File: src/rtl/core/tomp_pkg.sv
// Package with the shared constants and types of the outer-product tile multiplier.
`default_nettype none

package tomp_pkg;

    localparam int TILE      = 4;
    localparam int CELLS     = TILE * TILE;
    localparam int SUM_W     = 48;
    localparam int IDX_W     = 2;
    localparam int CELL_IDX_W = 4;
    localparam int CNT_W     = 5;

    typedef struct packed {
        logic capture;
        logic acc_en;
        logic acc_last;
        logic shift;
    } cell_ctl_t;

endpackage

`default_nettype wire

File: src/rtl/core/tomp_cell.sv
// One multiply-accumulate cell with its slot of the result drain chain.
`default_nettype none

module tomp_cell
    import tomp_pkg::*;
#(
    parameter int DATA_WIDTH = 16
)
(
    input  wire logic                         clk,
    input  wire logic                         rst_n,
    input  wire cell_ctl_t                    ctl,
    input  wire logic signed [DATA_WIDTH-1:0] a,
    input  wire logic signed [DATA_WIDTH-1:0] b,
    input  wire logic signed [SUM_W-1:0]      chain_sum_in,
    input  wire logic                         chain_sat_in,
    output logic signed [SUM_W-1:0]           chain_sum_out,
    output logic                              chain_sat_out
);

    localparam int PROD_W = 2 * DATA_WIDTH;
    localparam int EXT_W  = ((PROD_W > SUM_W) ? PROD_W : SUM_W) + 1;
    localparam logic signed [EXT_W-1:0] MAX_EXT =
        {{(EXT_W - SUM_W + 1){1'b0}}, {(SUM_W - 1){1'b1}}};
    localparam logic signed [EXT_W-1:0] MIN_EXT =
        {{(EXT_W - SUM_W + 1){1'b1}}, {(SUM_W - 1){1'b0}}};

    logic signed [PROD_W-1:0] prod_reg;
    logic signed [SUM_W-1:0]  acc_reg;
    logic                     mark_reg;
    logic signed [SUM_W-1:0]  drain_sum_reg;
    logic                     drain_sat_reg;

    logic signed [EXT_W-1:0]  sum_ext;
    logic signed [SUM_W-1:0]  sum_next;
    logic                     ovf;
    logic                     mark_next;

    always_comb
    begin
        sum_ext = EXT_W'(acc_reg) + EXT_W'(prod_reg);
        ovf     = 1'b1;
        if (sum_ext > MAX_EXT)
        begin
            sum_next = MAX_EXT[SUM_W-1:0];
        end
        else if (sum_ext < MIN_EXT)
        begin
            sum_next = MIN_EXT[SUM_W-1:0];
        end
        else
        begin
            sum_next = sum_ext[SUM_W-1:0];
            ovf      = 1'b0;
        end
        mark_next = mark_reg | ovf;
    end

    always_ff @(posedge clk)
    begin
        if (ctl.capture)
        begin
            prod_reg <= a * b;
        end
    end

    always_ff @(posedge clk or negedge rst_n)
    begin
        if (!rst_n)
        begin
            acc_reg  <= '0;
            mark_reg <= 1'b0;
        end
        else if (ctl.acc_en)
        begin
            if (ctl.acc_last)
            begin
                acc_reg  <= '0;
                mark_reg <= 1'b0;
            end
            else
            begin
                acc_reg  <= sum_next;
                mark_reg <= mark_next;
            end
        end
    end

    always_ff @(posedge clk)
    begin
        if (ctl.acc_en && ctl.acc_last)
        begin
            drain_sum_reg <= sum_next;
            drain_sat_reg <= mark_next;
        end
        else if (ctl.shift)
        begin
            drain_sum_reg <= chain_sum_in;
            drain_sat_reg <= chain_sat_in;
        end
    end

    assign chain_sum_out = drain_sum_reg;
    assign chain_sat_out = drain_sat_reg;

endmodule

`default_nettype wire

File: config.mk
export PLATFORM = sky130hd
export DESIGN_NAME = tomp_cell
export DESIGN_NICKNAME = d
export VERILOG_FILES = /design/src/rtl/core/tomp_pkg.sv /design/src/rtl/core/tomp_cell.sv
export SDC_FILE = /design/constraint.sdc
export NUM_CORES = 1
export LEC_CHECK = 0
export ABC_AREA = 1
export BUFFER_PORTS_ARGS = -buffer_cell sky130_fd_sc_hd__buf_2
export CAP_MARGIN = 20
export CORE_ASPECT_RATIO = 1.4
export CORE_UTILIZATION = 45
export CTS_CLUSTER_DIAMETER = 40
export CTS_CLUSTER_SIZE = 24
export DETAILED_ROUTE_END_ITERATION = 7
export GPL_TIMING_DRIVEN = 0
export HOLD_SLACK_MARGIN = 0.08
export PLACE_DENSITY = 0.74
export SYNTH_ARGS = -nofsm -noshare
export SYNTH_HDL_FRONTEND = slang
export SYNTH_SLANG_ARGS = --single-unit
export TNS_END_PERCENT = 10
File: constraint.sdc
create_clock -name clk -period 3.6 [get_ports clk]
set_input_delay 0.18 -clock clk [delete_from_list [all_inputs] [get_ports clk]]
set_output_delay 0.18 -clock clk [all_outputs]
set_load 0.01 [all_outputs]
* Word level (Yosys, flattened, before mapping) *
Index checks and enable logic that the tools add are counted.

operators by class
  muxes and demuxes = 10
  bitwise gates (word level) = 1
  magnitude comparators = 2
  shift operators = 0
  reductions and logical operators = 2
  $mul = 1
  equality and inequality tests = 0
  div/mod/pow operators = 0
  $add $sub $neg = 1

operators with widths
  cell                  count
  $mux 48               5
  $add 48x32->49        1
  $gt 49x48->1 const B  1
  $lt 49x48->1 const B  1
  $mul 16x16->32        1
  $mux 1                5
  $reduce_bool 2->1     1
  $logic_and 1x1->1     1
  $or 1x1->1            1

word-level totals
  ROM bits = 0
  RAM bits = 0
  register bits after elaboration = 130
  output and inout bits = 49
  latch bits = 0
  memories = 0

* Depth between registers and ports, before layout *
Gate-level depths: netlist of run 1.

  depth in word-level cells = 6
  gate-level depth with buffers = 28
  depth with buffers taken out = 26

* Worst setup path before layout of run 1 *
Ideal clock, no wire load.

  path type = input-to-reg
  start point = input b[1]
  end point = register prod_reg[31] (data pin)
  slack = -2.089 ns
  arrival time = 5.428 ns
  setup time = 0.260 ns
  stages = 24
  required time = 3.340 ns
  cells stage by stage = clkbuf_1 -> clkbuf_1 -> nand2_1 -> fa_1 -> fa_1 -> fa_1 -> inv_1 -> fa_1 -> fa_1 -> inv_1 -> fa_1 -> inv_1 -> ha_1 -> nand2_1 -> inv_1 -> nand2_1 -> nand2_1 -> a21boi_0 -> o21ai_0 -> a21oi_1 -> o21ai_0 -> nand2_1 -> nand2_1 -> xor2_1

between the ends
  cells in the longest elaborated chain, start to end = 1

RTL lines
  what                  RTL line         source
  from (decl)           tomp_cell.sv:14  input wire logic signed [DATA_WIDTH-1:0] b,
  $mul 16x16->32        tomp_cell.sv:63  prod_reg <= a * b;
  to (signal assigned)  tomp_cell.sv:63
  to (decl)             tomp_cell.sv:28  logic signed [PROD_W-1:0] prod_reg;

No other way between the ends.
A chain may end at the register's enable or synchronous reset.

* Final worst setup path of run 1 *
  start point = input b[4]
  end point = register prod_reg[31] (data pin)

The elaborated chain is that of the path after synthesis.

==> load_flow_metrics.sql, run 1 <==
INSERT INTO impl_metrics (metric_group, metric, value, unit) VALUES
('yosys', 'ys_types', '37', ''),
('critical_path', 'required', '3.79', 'ns'),
('routing', 'drt.antenna.violating_nets', '0', ''),
('critical_path', 'setup.worst_path.end_class', 'flop', ''),
('yosys', 'synth_top_cells_by_area', 'fa_1 (26%), nand2_1 (20%), inv_1 (13%)', ''),
('placement', 'finalWeightedCongestion', '1.02', ''),
('yosys', 'synthMostInstantiatedCell', 'nand2_1', ''),
('final_layout', 'ff_latch_area', '3660', 'sq um'),
('die', 'placement_rows', '90', ''),
('critical_path', 'timing.rr.end', 'chain_sum_out[17]', ''),
('clock_tree', 'clock-root-buffer', 'clkbuf_16', ''),
('clock_tree', 'register_clock_pin_slew_on_the_reported_worst_setup_and_hold_paths', '0.06', 'ns'),
('die', 'floorplan.initialDensity', '0.460', ''),
('critical_path', 'critical_path.startpoint_type', 'primary input', ''),
('die', 'floorplan.core_area', '43400', 'sq um'),
('sta', 'grt_setup_unrepaired', 'true', ''),
('final_layout', 'area_growth', '24.2', '%'),
('final_layout', 'antennaDiodeCount', '0', ''),
('routing', 'detail_route.iter0.violations', '940', ''),
('worst_hold_path', 'worst_hold_path.num_cells', '3', ''),
('job', 'max_cap_violations', '0', ''),
('status', 'outcome', 'complete, but fails checks', ''),
('critical_path', 'largest_stage_delay_worst_path', '0.57', 'ns'),
('worst_hold_path', 'hold_start', 'a[0]', ''),
('sta', 'report.final.slew_viol_count', '0', ''),
('routing', 'drt-total-wl', '60900', 'um'),
('global_route', 'grt_use_met1', '0.268', ''),
('critical_path', 'timing.critical_path.cells', 'clkbuf_16, clkbuf_16, nand2_1, inv_1, fa_1, inv_1, fa_1, fa_1, inv_1, fa_1, fa_1, inv_1, fa_1, inv_1, ha_4, a21oi_2, a21boi_4, o21ai_2, a21oi_2, o21ai_2, nand2_1, nand2_1, xor2_1', ''),
('sta', 'worst_hold_margin', '0.245', 'ns'),
('routing', 'routed-via-count', '18100', ''),
('sta', 'transition_time_at_the_pin_with_the_least_slew_margin', '0.857', 'ns'),
('worst_hold_path', 'hold_path_sink', 'prod_reg[0]', ''),
('clock_tree', 'clock_tree_from_tritoncts', 'done', ''),
('global_route', 'globalRoute.busiestLayer', 'met2', ''),
('critical_path', 'setup.worst_path.class', 'primary input to flop', ''),
('final_layout', 'postLayoutCellArea', '24800', 'sq um'),
('yosys', 'yosysWarnings', '0', ''),
('critical_path', 'critical_path_arrival', '5.21', 'ns'),
('yosys', 'post-synth-top-area-cell', 'fa_1', ''),
('sta', 'finalSetupViolations', '110', ''),
('clock_tree', 'cts_buffers', '17', ''),
('critical_path', 'setup.reg_to_reg.worst_slack', '-0.36', 'ns'),
('final_layout', 'fin_util', '0.571', ''),
('final_layout', 'design.final.nets', '3572', ''),
('critical_path', 'worst_r2r_startpoint', 'prod_reg[31]', ''),
('status', 'failed_checks', 'DRC, setup timing', ''),
('critical_path', 'crit_path_top_delay_cell', 'fa_1', ''),
('final_layout', 'n_fill_cell', '3905', ''),
('final_layout', 'post_route_cells_drive_above_1_share', '0.164', ''),
('placement', 'post-dp-hpwl', '48400', 'um'),
('yosys', 'postSynthAreaPerCell', '7.06', 'sq um'),
('global_route', 'grt_util_met2', '0.528', ''),
('yosys', 'post_synth_top_flop', 'edfxtp_1', ''),
('global_route', 'grt_antenna_before_repair', '0', ''),
('sta', 'clock_skew', '0.0155', 'ns'),
('yosys', 'number_of_enable_flip_flop_cells_after_synthesis', '81', ''),
('critical_path', 'worstRegToRegCells', '18', ''),
('yosys', 'synth.top_cell.area_share', '0.264', ''),
('sta', 'finalCriticalPeriod', '5.02', 'ns'),
('routing', 'post-route-drc-count', '7', ''),
('global_route', 'use_met3', '0.0303', ''),
('worst_hold_path', 'min_path_type', 'primary input to flop', ''),
('sta', 'layout_worst_path_cycle_share', '1.40', ''),
('yosys', 'synth_seq_area_share', '0.184', ''),
('yosys', 'cell_area_after_synthesis', '19900', 'sq um'),
('sta', 'timing.final.hold_violations', '0', ''),
('yosys', 'ys_top_cells_by_count', 'nand2_1 (1080), inv_1 (681), fa_1 (263), ha_1 (130), nor2_1 (123)', ''),
('die', 'chipHeight', '251', 'um'),
('sta', 'timing.final.ws_setup', '-1.42', 'ns'),
('clock_tree', 'clk-insertion-delay-late', '0.46', 'ns'),
('clock_tree', 'clock_sink_count', '130', '');
-- worst max-delay path by stage --
| stage | start | endpoint | slack, ns | cells past startpoint |
|---|---|---|---|---|
| after floorplan | b[4] | prod_reg[31] | -1.53 | 26 |
| after global placement | a[13] | prod_reg[26] | -2.33 | 21 |
| after detailed placement | a[6] | prod_reg[31] | -2.40 | 23 |
| after CTS | b[4] | prod_reg[27] | -1.37 | 25 |
| after global routing | a[11] | prod_reg[28] | -1.62 | 21 |
| final | b[4] | prod_reg[31] | -1.42 | 23 |
-- timing repair --
item / in CTS / in global routing
buffers inserted: 59 / 24
pin swaps: 111 / 77
resized for setup: 225 / 84
endpoints found under the hold margin: 69 / 0
hold buffers: 51 / 0
cloned: 6 / 0
endpoints found under the setup margin: 121 / 120
-- critical path: cells and delay by family --
kind	cells	cell delay [ns]
AND/OR/NAND/NOR	3	0.19
adder cells (fa/ha/maj)	7	3.30
AO/OA/AOI/OAI	5	0.80
buffers and inverters	7	0.60
XOR/XNOR	1	0.15
-- layout by cell type, fill, tap and decap left out, drive strengths merged --
cell type    synthesis  layout
nor4                 2       2
o2111ai              2       2
a21boi               1       1
xor2                30      30
o21a                 1       1
ha                 130     130
buf                 17     216
bufinv               0       2
a22o                 1       1
dfrtp               49      49
o21bai               6       6
and2                 1       1
fa                 263     263
o31ai                1       1
nand4               21      21
nand2             1092    1092
nor3                 9       9
and3                 1       1
o211ai               2       2
a31oi                5       5
nor2               131     131
clkbuf              72      88
a21o                 2       2
inv                690     697
o21ai               20      20
clkinv               0       4
a21oi               70      70
xnor2               16      16
or2                  4       4
edfxtp              81      81
dlygate4sd3          0      51
nor3b                1       1
clkinvlp             0       2
nand3b               8       8
nand3               95      95
-- kinds of logic after synthesis --
group,after synthesis,share of synthesized area
AND/OR/NAND/NOR,1365,0.272
buffers and inverters,779,0.148
adder cells (fa/ha/maj),393,0.346
flip-flops,130,0.184
AO/OA/AOI/OAI,111,0.0304
XOR/XNOR,46,0.0202
-- per-stage QoR --
step                worst slack [ns]  instances
floorplan                      -1.53       2824
global placement               -2.33       3484
detailed placement             -2.40       3486
CTS                            -1.37       3634
global route                   -1.62       3657
finish                         -1.42       3657
-- final cells by class --
cell class | instances | area share
multi-input cells | 1915 | 0.572
flip-flops and latches | 130 | 0.148
inverters | 690 | 0.105
repair buffers | 249 | 0.0772
plain buffers | 89 | 0.0461
well taps | 552 | 0.0279
clock buffers | 17 | 0.0172
clock inverters | 15 | 0.00677
-- metal layers --
layer / part of all wire / routed length (um)
met1: 0.36 / 21800
met2: 0.53 / 32300
met3: 0.036 / 2190
met4: 0.076 / 4630
met5: 0 / 0
Power of run 1 is left out: the tool's default activity adds up to more than one toggle a clock period on the data nets, which glitch-free logic cannot reach.
==> run 2: changes to the inputs <==
--- a/config.mk
+++ b/config.mk
@@ -10,12 +10,12 @@
 export CAP_MARGIN = 20
 export CORE_ASPECT_RATIO = 1.4
 export CORE_UTILIZATION = 45
-export CTS_CLUSTER_DIAMETER = 40
+export CTS_CLUSTER_DIAMETER = 120
 export CTS_CLUSTER_SIZE = 24
 export DETAILED_ROUTE_END_ITERATION = 7
 export GPL_TIMING_DRIVEN = 0
 export HOLD_SLACK_MARGIN = 0.08
-export PLACE_DENSITY = 0.74
+export PLACE_DENSITY = 0.69
 export SYNTH_ARGS = -nofsm -noshare
 export SYNTH_HDL_FRONTEND = slang
 export SYNTH_SLANG_ARGS = --single-unit
==> run 2 against run 1 <==
Net effect:
- the run still ends with DRC, setup timing left
- sequential share of layout area shrank 0.13 points
- die area is the same
- final cell count grew 0.16%
- hold slack lost 0.096 ns
- critical path depth grew 4
- routed wire length grew 5.1%
- utilization grew 0.51 points
- register-to-register slack lost 0.24 ns
- final area grew 0.88%
- setup slack gained 0.0043 ns
- fmax is essentially flat
- clock-buffer cell count is the same
==> load_flow_metrics.sql, run 2 (synthesized netlist as in run 1, its figures left out) <==
INSERT INTO impl_metrics (metric_group, metric, value, unit) VALUES
('status', 'outcome', 'complete, but fails checks', ''),
('status', 'failed_checks', 'DRC, setup timing', ''),
('clock_tree', 'htreeDepth', '4', ''),
('routing', 'drt-total-wl', '64000', 'um'),
('final_layout', 'design.final.nets', '3578', ''),
('routing', 'drt.antenna.violating_nets', '0', ''),
('global_route', 'grt_usage', '0.289', ''),
('sta', 'report.final.slew_viol_count', '0', ''),
('routing', 'detail_route.iter0.violations', '955', ''),
('placement', 'placement.setup.worst_slack', '-2.43', 'ns'),
('routing', 'routed-via-count', '18300', ''),
('final_layout', 'area_growth', '25.3', '%'),
('clock_tree', 'clk_path_buf_depth', '2', ''),
('sta', 'timing.final.hold_violations', '0', ''),
('sta', 'worst_hold_margin', '0.149', 'ns'),
('final_layout', 'n_fill_cell', '3903', ''),
('sta', 'maxSlewHeadroom', '0.408', ''),
('clock_tree', 'clock-root-buffer', 'clkbuf_16', ''),
('final_layout', 'mostFrequentLayoutCell', 'nand2_1', ''),
('global_route', 'global_route.overflow_total', '0', ''),
('global_route', 'first_global_vias', '19500', ''),
('placement', 'post-dp-hpwl', '51900', 'um'),
('sta', 'finalCriticalPeriod', '5.02', 'ns'),
('critical_path', 'crit_path_top_delay_cell', 'fa_2', ''),
('die', 'num_io_pins', '136', ''),
('routing', 'drt-wirelength-per-cell', '17.5', 'um'),
('critical_path', 'critical_path.max_fanout', '7', ''),
('global_route', 'grt_antenna_before_repair', '0', ''),
('sta', 'finalSetupViolations', '120', ''),
('global_route', 'largest_net_degree_at_the_start_of_global_routing', '38', ''),
('routing', 'drt_pass1_iterations', '8', ''),
('job', 'max_cap_violations', '0', ''),
('critical_path', 'largest_stage_delay_worst_path', '0.54', 'ns'),
('sta', 'max_freq', '0.199', 'GHz'),
('critical_path', 'setup.worst_path.class', 'primary input to flop', ''),
('die', 'floorplan.initialDensity', '0.460', ''),
('sta', 'timing.final.ws_setup', '-1.42', 'ns'),
('die', 'die_w', '180', 'um'),
('placement', 'finalWeightedCongestion', '0.979', ''),
('final_layout', 'ff_latch_area', '3660', 'sq um'),
('critical_path', 'required', '3.79', 'ns'),
('sta', 'transition_time_at_the_pin_with_the_least_slew_margin', '0.888', 'ns'),
('clock_tree', 'clock_tree_from_tritoncts', 'done', ''),
('placement', 'io_buffer_count', '108', ''),
('sta', 'clock_skew', '0.0172', 'ns'),
('clock_tree', 'register_clock_pin_slew_on_the_reported_worst_setup_and_hold_paths', '0.06', 'ns'),
('sta', 'layout_worst_path_cycle_share', '1.39', ''),
('critical_path', 'critical_path.startpoint_type', 'primary input', ''),
('clock_tree', 'clock_sink_count', '130', ''),
('final_layout', 'post_route_cells_drive_above_1_share', '0.172', ''),
('clock_tree', 'cts_buffers', '17', ''),
('worst_hold_path', 'min_path_type', 'primary input to flop', ''),
('sta', 'fin_tns_setup', '-63.64', 'ns'),
('routing', 'vias_per_cell', '4.99', ''),
('die', 'chipHeight', '251', 'um'),
('final_layout', 'antennaDiodeCount', '0', ''),
('final_layout', 'multiInputGateArea', '14200', 'sq um'),
('final_layout', 'layout_common_cells', 'nand2_1 (1046), inv_1 (633), fa_1 (242), buf_2 (117), nor2_1 (109)', ''),
('sta', 'grt_setup_unrepaired', 'true', ''),
('die', 'placement_rows', '90', ''),
('die', 'fp.dieArea', '45100', 'sq um'),
('critical_path', 'setup.worst_path.end_class', 'flop', ''),
('die', 'floorplan.core_area', '43400', 'sq um'),
('clock_tree', 'clk-insertion-delay-late', '0.46', 'ns'),
('global_route', 'grt_pass1_wl', '100000', 'um'),
('critical_path', 'critical_path_arrival', '5.21', 'ns'),
('routing', 'post-route-drc-count', '7', '');
-- run 2: cell types whose count changed in the layout (fill, tap and decap cells not counted), sizes merged --
cell,delta
bufinv,+1
clkbuf,-3
clkinv,-2
buf,+11
inv,-1
dlygate4sd3,-2
clkinvlp,+2
-- run 2: final cells by class --
cell class | count | share of cell area
plain buffers | 89 | 0.0484
clock buffers | 17 | 0.0170
clock inverters | 15 | 0.00786
inverters | 690 | 0.104
multi-input cells | 1915 | 0.570
flip-flops and latches | 130 | 0.146
well taps | 552 | 0.0277
repair buffers | 255 | 0.0791
-- run 2: per-stage QoR --
| step | utilization | instances | instance area, sq um |
|---|---|---|---|
| 4_1_cts | 0.567 | 3645 | 24600 |
| 5_1_grt | 0.576 | 3663 | 25000 |
| 3_5_place_dp | 0.499 | 3486 | 21600 |
| 6_report | 0.576 | 3663 | 25000 |
| 2_1_floorplan | - | 2824 | 20400 |
| 3_3_place_gp | 0.498 | 3484 | 21600 |
-- run 2: worst paths after layout --
path / start / to / slack, ns / cells past startpoint
min in group asynchronous: rst_n / acc_reg[4] / 0.30 / 2
worst max register to register: prod_reg[31] / chain_sum_out[18] / -0.60 / 17
max in group asynchronous: rst_n / acc_reg[29] / 2.71 / 3
worst min-delay path: chain_sum_in[16] / chain_sum_out[16] / 0.15 / 3
worst min register to register: acc_reg[16] / acc_reg[16] / 0.49 / 2
worst max-delay path: b[5] / prod_reg[31] / -1.42 / 27
-- run 2: critical path, delay by kind of cell --
kind,cells,cell delay [ns]
adders and majority gates,7,2.93
and+or+nand+nor,9,0.72
AOI/OAI and AO/OA,4,0.68
buffers and inverters,6,0.57
xor gates and xnor gates,1,0.15
-- run 2: routing by layer --
metal,up-vias,global-route usage,part of all wire
li1,8820,-,-
met1,8682,0.285,0.35
met2,567,0.559,0.53
met3,223,0.0229,0.036
met4,0,0.221,0.080
met5,-,0,0
-- run 2: repair_timing --
item / 4_1_cts / 5_1_grt
pin swaps: 95 / 86
cloned: 3 / 0
hold buffers: 49 / 0
endpoints found under the hold margin: 71 / 0
buffers inserted: 75 / 26
endpoints found under the setup margin: 121 / 120
resized for setup: 263 / 83
Power of run 2 is left out for the same reason.
